## src/rtl/core/wte_pkg.sv

```systemverilog
`timescale 1ns / 1ps
`default_nettype none
// ----------------------------------------------------------------------------
// wte_pkg
// Shared types, constants and register codes of the wrapped timestamp extender.
// ----------------------------------------------------------------------------
package wte_pkg;

	localparam int CHANNELS_DEF     = 4;
	localparam int COUNTER_BITS_DEF = 32;

	localparam int CH_W     = 2;
	localparam int FAST_W   = 32;
	localparam int SLOW_W   = 32;
	localparam int MEAN_W   = 63;
	localparam int FPER_W   = 32;
	localparam int SPER_W   = 48;
	localparam int CSEL_W   = 3;
	localparam int NPER     = 4;
	localparam int WRAP_W   = 32;
	localparam int SUM_W    = 64;
	localparam int HITS_W   = 16;
	localparam int DVD_W    = 80;
	localparam int DVS_W    = 32;
	localparam int APB_AW   = 6;
	localparam int APB_DW   = 64;

	localparam logic [MEAN_W-1:0] MAX63 = '1;

	typedef enum logic [2:0] {
		REG_CHSEL  = 3'd0,
		REG_FPER_A = 3'd1,
		REG_FPER_B = 3'd2,
		REG_FPER_C = 3'd3,
		REG_FPER_D = 3'd4,
		REG_SPER   = 3'd5
	} wte_reg_t;

	typedef struct packed {
		logic [CSEL_W-1:0]            chsel;
		logic [NPER-1:0][FPER_W-1:0]  fast_period;
		logic [SPER_W-1:0]            slow_period;
	} wte_cfg_t;

	typedef enum logic [3:0] {
		ST_IDLE,
		ST_CHECK,
		ST_EMUL_LO,
		ST_EMUL_HI,
		ST_EDIV_GO,
		ST_EDIV_WAIT,
		ST_NCALC,
		ST_TMUL_LO,
		ST_TMUL_HI,
		ST_TACC,
		ST_MEAN_GO,
		ST_MEAN_WAIT,
		ST_OUT
	} wte_state_t;

endpackage
`default_nettype wire

```

## src/rtl/core/wte_hit_if.sv

```systemverilog
`timescale 1ns / 1ps
`default_nettype none
// ----------------------------------------------------------------------------
// wte_hit_if
// Hit channel: valid/ready handshake with one hit per beat.
// ----------------------------------------------------------------------------
interface wte_hit_if;
	logic                        valid;
	logic                        ready;
	logic [wte_pkg::CH_W-1:0]    channel;
	logic [wte_pkg::FAST_W-1:0]  fast_time;
	logic [wte_pkg::SLOW_W-1:0]  slow_count;
	logic                        last_hit;

	modport source (output valid, channel, fast_time, slow_count, last_hit, input ready);
	modport sink   (input valid, channel, fast_time, slow_count, last_hit, output ready);
endinterface
`default_nettype wire

```

## src/rtl/core/wte_res_if.sv

```systemverilog
`timescale 1ns / 1ps
`default_nettype none
// ----------------------------------------------------------------------------
// wte_res_if
// Result channel: valid/ready handshake with one event mean per beat.
// ----------------------------------------------------------------------------
interface wte_res_if;
	logic                        valid;
	logic                        ready;
	logic [wte_pkg::MEAN_W-1:0]  mean_time;
	logic                        time_valid;

	modport source (output valid, mean_time, time_valid, input ready);
	modport sink   (input valid, mean_time, time_valid, output ready);
endinterface
`default_nettype wire

```

## src/rtl/core/wte_regs.sv

```systemverilog
`timescale 1ns / 1ps
`default_nettype none
// ----------------------------------------------------------------------------
// wte_regs
// APB configuration registers: channel select, fast and slow periods.
// ----------------------------------------------------------------------------
module wte_regs (
	input  wire logic                         clk,
	input  wire logic                         arst_n,
	input  wire logic                         psel,
	input  wire logic                         penable,
	input  wire logic                         pwrite,
	input  wire logic [wte_pkg::APB_AW-1:0]   paddr,
	input  wire logic [wte_pkg::APB_DW-1:0]   pwdata,
	output logic      [wte_pkg::APB_DW-1:0]   prdata,
	output logic                              pready,
	output wte_pkg::wte_cfg_t                 cfg
);
	import wte_pkg::*;

	wte_cfg_t  cfg_q;
	wte_reg_t  idx;
	logic      wr;

	assign idx    = wte_reg_t'(paddr[APB_AW-1:3]);
	assign wr     = psel && penable && pwrite;
	assign pready = 1'b1;
	assign cfg    = cfg_q;

	always_ff @(posedge clk or negedge arst_n) begin
		if (!arst_n) begin
			cfg_q.chsel       <= '1;
			cfg_q.fast_period <= {NPER{FPER_W'(65536)}};
			cfg_q.slow_period <= SPER_W'(65536000);
		end else if (wr) begin
			case (idx)
				REG_CHSEL:  cfg_q.chsel          <= pwdata[CSEL_W-1:0];
				REG_FPER_A: cfg_q.fast_period[0] <= pwdata[FPER_W-1:0];
				REG_FPER_B: cfg_q.fast_period[1] <= pwdata[FPER_W-1:0];
				REG_FPER_C: cfg_q.fast_period[2] <= pwdata[FPER_W-1:0];
				REG_FPER_D: cfg_q.fast_period[3] <= pwdata[FPER_W-1:0];
				REG_SPER:   cfg_q.slow_period    <= pwdata[SPER_W-1:0];
				default: ;
			endcase
		end
	end

	always_comb begin
		case (idx)
			REG_CHSEL:  prdata = APB_DW'(cfg_q.chsel);
			REG_FPER_A: prdata = APB_DW'(cfg_q.fast_period[0]);
			REG_FPER_B: prdata = APB_DW'(cfg_q.fast_period[1]);
			REG_FPER_C: prdata = APB_DW'(cfg_q.fast_period[2]);
			REG_FPER_D: prdata = APB_DW'(cfg_q.fast_period[3]);
			REG_SPER:   prdata = APB_DW'(cfg_q.slow_period);
			default:    prdata = '0;
		endcase
	end
endmodule
`default_nettype wire

```

## src/rtl/core/wte_div.sv

```systemverilog
`timescale 1ns / 1ps
`default_nettype none
// ----------------------------------------------------------------------------
// wte_div
// Shared restoring divider, one quotient bit per cycle.
// ----------------------------------------------------------------------------
module wte_div (
	input  wire logic                        clk,
	input  wire logic                        arst_n,
	input  wire logic                        start,
	input  wire logic [wte_pkg::DVD_W-1:0]   dividend,
	input  wire logic [wte_pkg::DVS_W-1:0]   divisor,
	output logic                             busy,
	output logic                             done,
	output logic      [wte_pkg::DVD_W-1:0]   quotient
);
	import wte_pkg::*;

	localparam int CNT_W = $clog2(DVD_W + 1);

	logic [DVD_W-1:0] dvd_q;
	logic [DVS_W-1:0] dvs_q;
	logic [DVS_W-1:0] rem_q;
	logic [CNT_W-1:0] cnt_q;
	logic             busy_q;
	logic             done_q;
	logic [DVS_W:0]   trial;
	logic [DVS_W:0]   diff;
	logic             qbit;

	assign trial    = {rem_q, dvd_q[DVD_W-1]};
	assign diff     = trial - {1'b0, dvs_q};
	assign qbit     = (trial >= {1'b0, dvs_q});
	assign busy     = busy_q;
	assign done     = done_q;
	assign quotient = dvd_q;

	always_ff @(posedge clk or negedge arst_n) begin
		if (!arst_n) begin
			busy_q <= 1'b0;
			done_q <= 1'b0;
			cnt_q  <= '0;
		end else begin
			done_q <= 1'b0;
			if (start) begin
				busy_q <= 1'b1;
				cnt_q  <= CNT_W'(DVD_W);
			end else if (busy_q) begin
				cnt_q <= cnt_q - 1'b1;
				if (cnt_q == CNT_W'(1)) begin
					busy_q <= 1'b0;
					done_q <= 1'b1;
				end
			end
		end
	end

	always_ff @(posedge clk) begin
		if (start) begin
			dvd_q <= dividend;
			dvs_q <= divisor;
			rem_q <= '0;
		end else if (busy_q) begin
			dvd_q <= {dvd_q[DVD_W-2:0], qbit};
			rem_q <= qbit ? diff[DVS_W-1:0] : trial[DVS_W-1:0];
		end
	end
endmodule
`default_nettype wire

```

## src/rtl/core/wrapped_timestamp_extender.sv

```systemverilog
`timescale 1ns / 1ps
`default_nettype none
// ----------------------------------------------------------------------------
// wrapped_timestamp_extender
// Extends wrapping fast-counter hit times and gives the per-event mean.
// ----------------------------------------------------------------------------
//  port       dir    handshake              beat
//  hit        sink   valid/ready            channel, fast_time, slow_count, last_hit
//  res        source valid/ready            mean_time, time_valid (one per event)
//  apb        slave  psel/penable, pready=1 channel_select, periods
//
//  A skipped hit goes from check back to idle. A used hit goes through the tick
//  count, two multiply steps and the accumulate step, after two multiply steps,
//  a start state and a wait on the 80-step divide in the shared divider when slow
//  elapsed time adds wraps. A last hit then runs the mean divide through the same
//  unit when a hit was used, and waits out any stall on the result port.
//  Reset clears the history (first_count_q is gated); no clearing pass is needed.
//  hit.ready is high only while the sequencer is idle; a waiting result is held
//  in the output register while the next hit is already taken.
// ----------------------------------------------------------------------------
module wrapped_timestamp_extender #(
	parameter int CHANNELS     = wte_pkg::CHANNELS_DEF,
	parameter int COUNTER_BITS = wte_pkg::COUNTER_BITS_DEF
) (
	input  wire logic                        clk,
	input  wire logic                        arst_n,
	wte_hit_if.sink                          hit,
	wte_res_if.source                        res,
	input  wire logic                        psel,
	input  wire logic                        penable,
	input  wire logic                        pwrite,
	input  wire logic [wte_pkg::APB_AW-1:0]  paddr,
	input  wire logic [wte_pkg::APB_DW-1:0]  pwdata,
	output logic      [wte_pkg::APB_DW-1:0]  prdata,
	output logic                             pready
);
	import wte_pkg::*;

	localparam int CH_IW = (CHANNELS > 1) ? $clog2(CHANNELS) : 1;
	localparam logic [FAST_W-1:0] FAST_MASK =
		(COUNTER_BITS >= FAST_W) ? {FAST_W{1'b1}} : FAST_W'((64'd1 << COUNTER_BITS) - 64'd1);

	wte_cfg_t   cfg;
	wte_state_t state_q, state_d;

	// captured hit
	logic [CH_W-1:0]   ch_q;
	logic [FAST_W-1:0] fast_q;
	logic [SLOW_W-1:0] slow_q;
	logic              last_q;

	// per-channel history
	logic [FAST_W-1:0] first_count_q [CHANNELS];
	logic [CHANNELS-1:0] first_seen_q;
	logic [FAST_W-1:0] prior_count_q [CHANNELS];

	logic [WRAP_W-1:0] wrap_q;
	logic [SLOW_W-1:0] prior_slow_q;
	logic [SUM_W-1:0]  sum_q;
	logic [HITS_W-1:0] hits_q;

	// working registers
	logic [FPER_W-1:0] per_q;
	logic [FAST_W-1:0] fc_q;
	logic [SLOW_W-1:0] delta_q;
	logic [63:0]       n_q;
	logic [63:0]       mul_q;
	logic [63:0]       acc_q;
	logic [MEAN_W-1:0] pend_mean_q;
	logic              pend_tv_q;

	// output register
	logic              out_valid_q;
	logic [MEAN_W-1:0] out_mean_q;
	logic              out_tv_q;

	logic [CH_IW-1:0]  ch_idx;
	logic              use_hit;
	logic [FPER_W-1:0] per_cur;
	logic              el_go;
	logic [31:0]       mul_a, mul_b;
	logic              div_start, div_busy, div_done;
	logic [DVD_W-1:0]  div_dvd, div_quo;
	logic [DVS_W-1:0]  div_dvs;
	logic [DVD_W-1:0]  eprod;
	logic [95:0]       base_wide;
	logic [63:0]       base;
	logic [63:0]       n_calc;
	logic [64:0]       n_add;
	logic [FAST_W-1:0] back;
	logic [64:0]       t_hi;
	logic [63:0]       t_val;
	logic [64:0]       sum_add;
	logic [WRAP_W-1:0] ewraps;
	logic [WRAP_W:0]   wrap_add;
	logic              out_load;

	wte_regs u_regs (
		.clk     (clk),
		.arst_n  (arst_n),
		.psel    (psel),
		.penable (penable),
		.pwrite  (pwrite),
		.paddr   (paddr),
		.pwdata  (pwdata),
		.prdata  (prdata),
		.pready  (pready),
		.cfg     (cfg)
	);

	wte_div u_div (
		.clk      (clk),
		.arst_n   (arst_n),
		.start    (div_start),
		.dividend (div_dvd),
		.divisor  (div_dvs),
		.busy     (div_busy),
		.done     (div_done),
		.quotient (div_quo)
	);

	assign ch_idx  = CH_IW'(ch_q);
	// negative channel select takes every channel
	assign use_hit = (int'(ch_q) < CHANNELS) &&
		(cfg.chsel[CSEL_W-1] || ({1'b0, ch_q} == cfg.chsel));
	assign per_cur = cfg.fast_period[ch_q];
	assign el_go   = (prior_slow_q != '0) && (slow_q >= prior_slow_q) && (per_cur != '0);

	assign hit.ready     = (state_q == ST_IDLE);
	assign res.valid     = out_valid_q;
	assign res.mean_time = out_mean_q;
	assign res.time_valid = out_tv_q;
	assign out_load      = (state_q == ST_OUT) && (!out_valid_q || res.ready);

	// shared multiplier operand select
	always_comb begin
		case (state_q)
			ST_EMUL_LO: begin
				mul_a = delta_q;
				mul_b = cfg.slow_period[31:0];
			end
			ST_EMUL_HI: begin
				mul_a = delta_q;
				mul_b = 32'(cfg.slow_period[SPER_W-1:32]);
			end
			ST_TMUL_LO: begin
				mul_a = n_q[31:0];
				mul_b = per_q;
			end
			ST_TMUL_HI: begin
				mul_a = n_q[63:32];
				mul_b = per_q;
			end
			default: begin
				mul_a = '0;
				mul_b = '0;
			end
		endcase
	end

	// slow elapsed product, shifted down by the counter width
	assign eprod = DVD_W'(acc_q) + (DVD_W'(mul_q) << 32);

	always_comb begin
		div_start = 1'b0;
		div_dvd   = eprod >> COUNTER_BITS;
		div_dvs   = per_q;
		if (state_q == ST_EDIV_GO) begin
			div_start = 1'b1;
		end else if (state_q == ST_MEAN_GO && hits_q != '0) begin
			div_start = 1'b1;
			div_dvd   = DVD_W'(sum_q);
			div_dvs   = DVS_W'(hits_q);
		end
	end

	assign ewraps   = (div_quo[DVD_W-1:WRAP_W] != '0) ? '1 : div_quo[WRAP_W-1:0];
	assign wrap_add = {1'b0, wrap_q} + {1'b0, ewraps};

	// extended tick count
	assign base_wide = 96'(wrap_q) << COUNTER_BITS;
	assign base      = (base_wide[95:64] != '0) ? '1 : base_wide[63:0];
	assign n_add     = {1'b0, base} + 65'(fast_q - fc_q);
	assign back      = fc_q - fast_q;
	always_comb begin
		if (fast_q >= fc_q)
			n_calc = n_add[64] ? '1 : n_add[63:0];
		else if (base >= 64'(back))
			n_calc = base - 64'(back);
		else
			n_calc = '0;
	end

	assign t_hi    = {1'b0, mul_q} + 65'(acc_q[63:32]);
	assign t_val   = (t_hi[64:31] != '0) ? {1'b0, MAX63} : {1'b0, t_hi[30:0], acc_q[31:0]};
	assign sum_add = {1'b0, sum_q} + {1'b0, t_val};

	always_ff @(posedge clk or negedge arst_n) begin
		if (!arst_n)
			state_q <= ST_IDLE;
		else
			state_q <= state_d;
	end

	always_comb begin
		state_d = state_q;
		case (state_q)
			ST_IDLE:      if (hit.valid) state_d = ST_CHECK;
			ST_CHECK: begin
				if (!use_hit)
					state_d = last_q ? ST_MEAN_GO : ST_IDLE;
				else
					state_d = el_go ? ST_EMUL_LO : ST_NCALC;
			end
			ST_EMUL_LO:   state_d = ST_EMUL_HI;
			ST_EMUL_HI:   state_d = ST_EDIV_GO;
			ST_EDIV_GO:   state_d = ST_EDIV_WAIT;
			ST_EDIV_WAIT: if (div_done) state_d = ST_NCALC;
			ST_NCALC:     state_d = ST_TMUL_LO;
			ST_TMUL_LO:   state_d = ST_TMUL_HI;
			ST_TMUL_HI:   state_d = ST_TACC;
			ST_TACC:      state_d = last_q ? ST_MEAN_GO : ST_IDLE;
			ST_MEAN_GO:   state_d = (hits_q == '0) ? ST_OUT : ST_MEAN_WAIT;
			ST_MEAN_WAIT: if (div_done) state_d = ST_OUT;
			ST_OUT:       if (out_load) state_d = ST_IDLE;
			default:      state_d = ST_IDLE;
		endcase
	end

	// history and accumulators
	always_ff @(posedge clk or negedge arst_n) begin
		if (!arst_n) begin
			first_seen_q <= '0;
			wrap_q       <= '0;
			prior_slow_q <= '0;
			sum_q        <= '0;
			hits_q       <= '0;
			for (int i = 0; i < CHANNELS; i++) prior_count_q[i] <= '0;
		end else begin
			case (state_q)
				ST_CHECK: begin
					if (use_hit) begin
						first_seen_q[ch_idx]  <= 1'b1;
						prior_count_q[ch_idx] <= fast_q;
						prior_slow_q          <= slow_q;
						// counter went backwards: one more wrap
						if (prior_count_q[ch_idx] != '0 && fast_q < prior_count_q[ch_idx] &&
						    wrap_q != '1)
							wrap_q <= wrap_q + 1'b1;
					end
				end
				ST_EDIV_WAIT: begin
					if (div_done) wrap_q <= wrap_add[WRAP_W] ? '1 : wrap_add[WRAP_W-1:0];
				end
				ST_TACC: begin
					sum_q <= sum_add[SUM_W] ? '1 : sum_add[SUM_W-1:0];
					if (hits_q != '1) hits_q <= hits_q + 1'b1;
				end
				ST_OUT: begin
					if (out_load) begin
						sum_q  <= '0;
						hits_q <= '0;
					end
				end
				default: ;
			endcase
		end
	end

	// payload and working registers
	always_ff @(posedge clk) begin
		mul_q <= mul_a * mul_b;
		if (state_q == ST_EMUL_HI || state_q == ST_TMUL_HI) acc_q <= mul_q;
		if (state_q == ST_IDLE && hit.valid) begin
			ch_q   <= hit.channel;
			fast_q <= hit.fast_time & FAST_MASK;
			slow_q <= hit.slow_count;
			last_q <= hit.last_hit;
		end
		if (state_q == ST_CHECK) begin
			per_q   <= per_cur;
			delta_q <= slow_q - prior_slow_q;
			fc_q    <= first_seen_q[ch_idx] ? first_count_q[ch_idx] : fast_q;
			if (use_hit && !first_seen_q[ch_idx]) first_count_q[ch_idx] <= fast_q;
		end
		if (state_q == ST_NCALC) n_q <= n_calc;
		if (state_q == ST_MEAN_GO) begin
			pend_mean_q <= '0;
			pend_tv_q   <= 1'b0;
		end
		if (state_q == ST_MEAN_WAIT && div_done) begin
			pend_mean_q <= (div_quo[DVD_W-1:MEAN_W] != '0) ? MAX63 : div_quo[MEAN_W-1:0];
			pend_tv_q   <= 1'b1;
		end
		if (out_load) begin
			out_mean_q <= pend_mean_q;
			out_tv_q   <= pend_tv_q;
		end
	end

	always_ff @(posedge clk or negedge arst_n) begin
		if (!arst_n)
			out_valid_q <= 1'b0;
		else if (out_load)
			out_valid_q <= 1'b1;
		else if (res.ready)
			out_valid_q <= 1'b0;
	end

	// never start the divider while it still works
	assert property (@(posedge clk) disable iff (!arst_n) div_start |-> !div_busy)
		else $error("divider restarted while busy");

	// an empty accumulator has no time in it
	assert property (@(posedge clk) disable iff (!arst_n) (hits_q == '0) |-> (sum_q == '0))
		else $error("time sum without used hits");

	// the wrap count never goes down
	assert property (@(posedge clk) disable iff (!arst_n) wrap_q >= $past(wrap_q))
		else $error("wrap count decreased");

	// an invalid mean is always zero
	assert property (@(posedge clk) disable iff (!arst_n)
		(out_valid_q && !out_tv_q) |-> (out_mean_q == '0))
		else $error("nonzero mean without used hits");

endmodule
`default_nettype wire
```

## src/flat_wrapper.sv

```systemverilog
// flat-port wrapper written by rule: the top's interface ports become plain ports
module wrapped_timestamp_extender_flat import wte_pkg::*;
#(
	parameter int CHANNELS     = wte_pkg::CHANNELS_DEF,
	parameter int COUNTER_BITS = wte_pkg::COUNTER_BITS_DEF
)
  (clk, arst_n, psel, penable, pwrite, paddr, pwdata, prdata, pready, hit_valid, hit_channel, hit_fast_time, hit_slow_count, hit_last_hit, hit_ready, res_valid, res_mean_time, res_time_valid, res_ready);
  wte_hit_if hit_i ();
  wte_res_if res_i ();
  input  wire logic clk;
  input  wire logic arst_n;
  input  wire logic psel;
  input  wire logic penable;
  input  wire logic pwrite;
  input  wire logic [wte_pkg::APB_AW-1:0] paddr;
  input  wire logic [wte_pkg::APB_DW-1:0] pwdata;
  output logic      [wte_pkg::APB_DW-1:0] prdata;
  output logic pready;
  input wire logic [$bits(hit_i.valid)-1:0] hit_valid;
  input wire logic [$bits(hit_i.channel)-1:0] hit_channel;
  input wire logic [$bits(hit_i.fast_time)-1:0] hit_fast_time;
  input wire logic [$bits(hit_i.slow_count)-1:0] hit_slow_count;
  input wire logic [$bits(hit_i.last_hit)-1:0] hit_last_hit;
  output wire logic [$bits(hit_i.ready)-1:0] hit_ready;
  output wire logic [$bits(res_i.valid)-1:0] res_valid;
  output wire logic [$bits(res_i.mean_time)-1:0] res_mean_time;
  output wire logic [$bits(res_i.time_valid)-1:0] res_time_valid;
  input wire logic [$bits(res_i.ready)-1:0] res_ready;
  assign hit_i.valid = hit_valid;
  assign hit_i.channel = hit_channel;
  assign hit_i.fast_time = hit_fast_time;
  assign hit_i.slow_count = hit_slow_count;
  assign hit_i.last_hit = hit_last_hit;
  assign hit_ready = hit_i.ready;
  assign res_valid = res_i.valid;
  assign res_mean_time = res_i.mean_time;
  assign res_time_valid = res_i.time_valid;
  assign res_i.ready = res_ready;
  wrapped_timestamp_extender #(.CHANNELS(CHANNELS), .COUNTER_BITS(COUNTER_BITS)) u_core (.clk(clk), .arst_n(arst_n), .hit(hit_i), .res(res_i), .psel(psel), .penable(penable), .pwrite(pwrite), .paddr(paddr), .pwdata(pwdata), .prdata(prdata), .pready(pready));
endmodule
```

## config.mk

```make
export PLATFORM = sky130hd
export DESIGN_NAME = wrapped_timestamp_extender_flat
export DESIGN_NICKNAME = d
export VERILOG_FILES = /design/src/rtl/core/wte_pkg.sv /design/src/rtl/core/wte_hit_if.sv /design/src/rtl/core/wte_res_if.sv /design/src/rtl/core/wte_regs.sv /design/src/rtl/core/wte_div.sv /design/src/rtl/core/wrapped_timestamp_extender.sv /design/src/flat_wrapper.sv
export SDC_FILE = /design/constraint.sdc
export NUM_CORES = 2
export LEC_CHECK = 0
export ABC_AREA = 1
export BUFFER_PORTS_ARGS = -buffer_cell sky130_fd_sc_hd__buf_2
export CAP_MARGIN = 30
export CELL_PAD_IN_SITES_DETAIL_PLACEMENT = 1
export CELL_PAD_IN_SITES_GLOBAL_PLACEMENT = 2
export CORE_MARGIN = 2
export CORE_UTILIZATION = 42
export CTS_CLUSTER_DIAMETER = 200
export CTS_CLUSTER_SIZE = 12
export DETAILED_ROUTE_END_ITERATION = 12
export GPL_ROUTABILITY_DRIVEN = 1
export PLACE_DENSITY = 0.84
export RECOVER_POWER = 25
export SYNTH_ARGS = -nofsm -noshare
export SYNTH_HDL_FRONTEND = slang
export SYNTH_SLANG_ARGS = --single-unit
```

## constraint.sdc

```tcl
create_clock -name clk -period 14 [get_ports clk]
set_input_delay 0 -clock clk [delete_from_list [all_inputs] [get_ports clk]]
set_output_delay 0 -clock clk [all_outputs]
set_load 0.005 [all_outputs]
```

== Yosys cells after proc, flatten, opt, wreduce, memory -nomap -nowiden ==
Memory sizes are Yosys's and may differ from the RTL's. A register that Yosys moved wholly into a read port is not among the register bits.
Index checks and enable logic that the tools add are counted.
Word-level totals
  bits in registers: 1096
  RAM bits: 128
  input port bits: 144
  output and inout port bits: 131
  logic and storage cells: 204
  memories kept: 1
Memories
  u_core.first_count_q: words 4, bits a word 32, rd ports 1, clocked after Yosys merged registers in 1, wr ports 1, line wrapped_timestamp_extender.sv:53  | logic [FAST_W-1:0] first_count_q [CHANNELS];
Operators by class
  add/sub/neg operators: 13
  multiply operators: 1
  magnitude comparators: 9
  eq/ne operators: 28
  mux-type cells: 67
  bitwise gates (word level): 2
  reductions and logical operators: 46
Operators with widths (count)
  two-way mux 32 bit: 13
  two-way mux 64 bit: 6
  case mux 48 bit (6 select lines): 1
  two-way mux 63 bit: 4
  two-way mux 80 bit: 3
  case mux 32 bit (3 select lines): 2
  binary-select mux 32 bit (select 2 bit): 2
  bitwise mux 128 bit: 1
  case mux 64 bit (2 select lines): 1
  nonzero test 32 bit: 3
  subtractor 32 bit: 3
  adder 64 x 80 -> 80 bit: 1
  adder 64 x 32 -> 65 bit: 1
  adder 64 x 64 -> 65 bit: 1
  adder 64 x 65 -> 65 bit: 1
  demux 32 bit (select 2 bit): 1
  greater-or-equal comparator 32 bit: 2
  greater-or-equal comparator 64 x 32 -> 1 bit: 1
  multiplier 32 x 32 -> 64 bit: 1
  case mux 32 bit (2 select lines): 1
  subtractor 64 x 32 -> 64 bit: 1
  case mux 4 bit (13 select lines): 1
  nonzero test 48 bit: 1
  nonzero test 34 bit: 1
  other kinds (48): 113

== Longest topological paths before layout ==
  word-level depth: 10
  depth in mapped cells: 42
  mapped depth without buffers: 41

== Cells and area by module ==
Synthesis repeated with hierarchy kept, for this count alone.
Second synthesis, totals
  cell total of the unflattened synthesis: 14091
  area total of the unflattened synthesis: 109303.6 sq um
Modules (own cells, without submodules)
  wrapped_timestamp_extender: instances 1, cells an instance 11744, area each 91577.8 sq um, sequential area each 24768.8 sq um
  wte_div: instances 1, cells an instance 1213, area each 8907.3 sq um, sequential area each 4229.1 sq um
  wte_regs: instances 1, cells an instance 1134, area each 8818.5 sq um, sequential area each 4495.6 sq um

== Worst setup path before layout ==
No wires, ideal clock.
  path type: flip-flop to flip-flop
  from: reg u_core.state_q[0]
  to: mem u_core.first_count_q[1][0], enable pin
  library setup time: 0.421 ns
  data arrival time: 7.473 ns
  required time: 13.579 ns
  setup slack: 6.106 ns
  stages on the path, launching flop included: 11
  path buffers: 2
  period minus slack after synthesis: 7.894 ns
  cell sequence: dfrtp_1 > inv_1 > nor2_1 > inv_1 > nor2_1 > nand2_1 > inv_1 > clkbuf_1 > nand2_1 > clkbuf_1 > nor2_1
Between the ends
  cells in the longest elaborated chain, start to end: 3
Ends and longest elaborated chain
  start: declaration: line wrapped_timestamp_extender.sv:44  | wte_state_t state_q, state_d;
  start signal: assignment: line wrapped_timestamp_extender.sv:202  | state_q <= state_d;
  == test 4 x 1 -> 1 bit: line wrapped_timestamp_extender.sv:280  | if (state_q == ST_CHECK) begin
  two-way mux 1 bit: line wrapped_timestamp_extender.sv:280
  two-way mux 1 bit (implied by the code): line wrapped_timestamp_extender.sv:284  | if (use_hit && !first_seen_q[ch_idx]) first_count_q[ch_idx] <= fast_q;
  end: declaration: line wrapped_timestamp_extender.sv:53
Every way passes these cells.

==> summary.txt <==
HP Start -> pwdata[13]
Synthesized area per cell -> 8.00 µm²
Core area -> 251000 µm²
P_int -> 12.0 mW
CP most frequent cell -> clkbuf_1
Register-to-Register Setup Slack -> 4.20 ns
Post-synthesis cell type count -> 67
FF-to-FF End -> u_core.mul_q[50]
Share of flip-flops with an asynchronous set or reset -> 38.3%
Clock sink total -> 1226
Crit-path cells -> dlygate4sd3_1 -> dlygate4sd3_1 -> clkbuf_1 -> clkbuf_1 -> clkbuf_1
Final wirelength -> 414000 µm
Port buffer count -> 238
Gate power share -> 65.5%
Max_slew headroom -> -386%
Die span in y -> 507 µm
CP max-delay cell -> clkbuf_1
Total global routing track utilization -> 32.1%
Switching power total -> 14.5 mW
Final period util -> 71.7%
Setup CP Type -> primary input to async pin
Sw Ratio -> 54.7%
Post-Syn Area -> 106000 µm²
Slowest stage delay, CP -> 5.19 ns
Seq pwr share -> 23.1%
Root buffer cell -> clkbuf_16
Max Slew Vio Count -> 361
Drc violations -> 0
Fmax -> 99.6 MHz
Final GP Congestion -> 0.956
Worst-Skew Late Latency -> 0.81 ns
Hpwl dp -> 317000 µm
Setup violators final -> 0
Routed length per placed instance -> 24.3 µm
Worst reg2reg path startpoint -> u_core.state_q[3]
Die X -> 507 µm
Aggregate global routing overflow -> 0
Post-route minimum period -> 10.04 ns
Sum Neg Setup Slack -> 0 ns
Yosys reg bits -> 1226
Max VDD drop -> 0.000182 V
First-pass GRT wire length -> 628000 µm
Leak -> 57.6 nW
Pwr dens -> 226 nW/µm²
Initial antenna violation count -> 14
Initial core utilization -> 42.2%
Cell depth of the worst min-delay path -> 4
Layout cell share with drive strength beyond 1 -> 5.07%
Post-synth EDFFs -> 658
Worst Path Buf+Inv -> 5
Clock skew -> 0.0724 ns
WHS Endpoint -> u_core.u_regs.cfg[13]
Seq/Total Area, Yosys -> 31.5%
Status -> finished, violations left
Die area -> 257000 µm²
Top_reg_cell synth -> edfxtp_1
Worst setup SP type -> primary input
Final #Nets -> 15191
CP Capture Type -> async pin
Initial detailed-routing violation count -> 6382
I/O pin count -> 275
Fin. Hold Viols -> 0
Most common cell after layout, fill and taps aside -> nand2_1
Commonest cells after routing, fill and taps aside -> nand2_1 (3389), inv_1 (2598), fa_1 (904)
Number of global-route vias before repair -> 100924
Placed cell count -> 16525
Vias/cell -> 5.49
Worst reg2reg path depth -> 35
Max_cap viols -> 5
# rows -> 184
Syn Inst Count -> 13279
Reg clk slew, reported paths -> 0.07 ns
# H-tree levels -> 3
Largest net degree at the start of global routing -> 163
Pin slew with the least headroom to its limit -> 7.30 ns
Num CTS Buffers -> 112
Yosys warns -> 0
Failing checks -> capacitance limit, slew limit
Finished Layout Cells -> 17002
Hold crit path type -> primary input to register
Clk network pwr share -> 11.4%
Antenna Violating Nets Remaining -> 0
Number of fill cells in the layout -> 30519
Pre-antenna DRT Iters -> 6
Critical path's top delay family -> buffers and inverters
Unrepaired setup endpoints after global routing -> false
CTS Buffer Depth -> 3
Via count -> 93272
WP data required -> 13.05 ns
CTS tree -> built
Max Fanout on Critical Path -> 134
Area delta synth->final -> 10.6%
Critical Path Stages -> 5
Worst EP arrival -> 9.09 ns
final cells by class:
| class | count | area [µm²] | share of cell area, % |
|---|---|---|---|
| Antenna cell | 5 | 12.5 | 0.0107 |
| Timing Repair Buffer | 668 | 5040 | 4.29 |
| Inverter | 2625 | 9860 | 8.40 |
| Multi-Input combinational cell | 8922 | 61500 | 52.4 |
| Clock buffer | 201 | 3160 | 2.69 |
| Tap cell | 3348 | 4190 | 3.57 |
| Sequential cell | 1226 | 33500 | 28.5 |
| Clock inverter | 7 | 160 | 0.136 |
metrics by stage:
step / worst slack [ns] / power, mW / util (%) / hold slack [ns] / area (µm²)
2_1_floorplan: 6.11 / 16.6 / - / -0.296 / 106000
3_3_place_gp: 4.46 / 22.9 / 44.3 / 0.0457 / 111000
3_5_place_dp: 4.28 / 23.3 / 44.4 / 0.0525 / 112000
4_1_cts: 4.22 / 26.5 / 46.7 / 0.0000537 / 117000
5_1_grt: 2.36 / 28.5 / 46.7 / 0.0429 / 117000
6_report: 3.96 / 26.5 / 46.7 / 0.0443 / 117000
routing by layer:
layer	vias up	wire, µm	GRT usage (%)
met5	-	26	0
met4	4	18000	12.2
met3	671	22100	3.68
met2	2661	194000	53.4
met1	47544	180000	43.1
li1	42392	-	-
logic make-up after synthesis:
group / share of synthesized area (%)
DFF: 31.5
buffers and inverters: 11.3
adders and majority gates: 24.0
AOI/OAI and AO/OA: 11.1
xor gates and xnor gates: 2.80
other: 0.00707
and+or+nand+nor: 19.3
worst reg2reg max path: cells and delay by family, from the launching register on:
kind / cells / cell delay (ns)
fa+ha+maj: 9 / 4.42
buf+inv: 11 / 1.99
compound gates: 4 / 1.45
simple gates: 11 / 1.37
flops: 1 / 0.42
timing repair:
action | CTS | global route
hold buffers | 262 | 0
endpoints found under the hold margin | 364 | 0
endpoints found under the setup margin | 0 | 0
resized for setup | 0 | 0
buffers inserted | 0 | 0
synthesized netlist by cell type, drive strengths merged (77+ instances only):
| library cell | count | area share (%) |
|---|---|---|
| nand2 | 3424 | 12 |
| xnor2 | 110 | 0.91 |
| dfxtp | 99 | 1.9 |
| edfxtp | 658 | 19 |
| a21oi | 545 | 2.6 |
| nand4 | 195 | 1.1 |
| a22oi | 77 | 0.54 |
| dfrtp | 456 | 11 |
| ha | 588 | 6.9 |
| nand3 | 341 | 1.6 |
| inv | 2616 | 9.2 |
| fa | 904 | 17 |
| o21ai | 927 | 4.5 |
| buf | 90 | 0.48 |
| nor2 | 868 | 3.2 |
| nor3 | 109 | 0.53 |
| xor2 | 229 | 1.9 |
| clkbuf | 431 | 1.5 |
registers in the layout, summed over array words and instances (netlist names), 7 cells and up, named ones only:
register,count
u_core.pend_mean_q,63
u_core.res.mean_time,63
u_core.n_q,64
u_core.u_regs.cfg,179
u_core.wrap_q,32
u_core.u_div.cnt_q,7
u_core.delta_q,32
u_core.fast_q,32
u_core.fc_q,32
u_core.u_div.rem_q,32
u_core.per_q,32
u_core.acc_q,64
u_core.slow_q,32
u_core.prior_slow_q,32
u_core.u_div.dvs_q,32
u_core.first_count_q,128
u_core.hits_q,16
u_core.sum_q,64
u_core.u_div.quotient,80
u_core.mul_q,64
u_core.prior_count_q,128
worst max path at each step:
| stage | slack [ns] | from | end |
|---|---|---|---|
| 2_1_floorplan | 6.11 | u_core.state_q[0] | u_core.first_count_q[1][0] |
| 4_1_cts | 4.22 | u_core.state_q[3] | u_core.mul_q[50] |
| 3_3_place_gp | 4.46 | u_core.state_q[3] | u_core.mul_q[50] |
| 3_5_place_dp | 4.28 | u_core.state_q[3] | u_core.mul_q[50] |
| 5_1_grt | 2.36 | arst_n | u_core.prior_count_q[72] |
| 6_report | 3.96 | arst_n | u_core.prior_count_q[72] |
power groups by stage:
stage | registers (mW) | logic [mW] | clock network (mW)
final | 6.13 | 17.4 | 3.02
after global routing | 6.20 | 19.1 | 3.20
after CTS | 6.11 | 17.3 | 3.08
after detailed placement | 6.18 | 17.1 | 0
after global placement | 6.13 | 16.8 | 0
after floorplan | 5.68 | 10.9 | 0
Power figures use the tool's default switching activity.
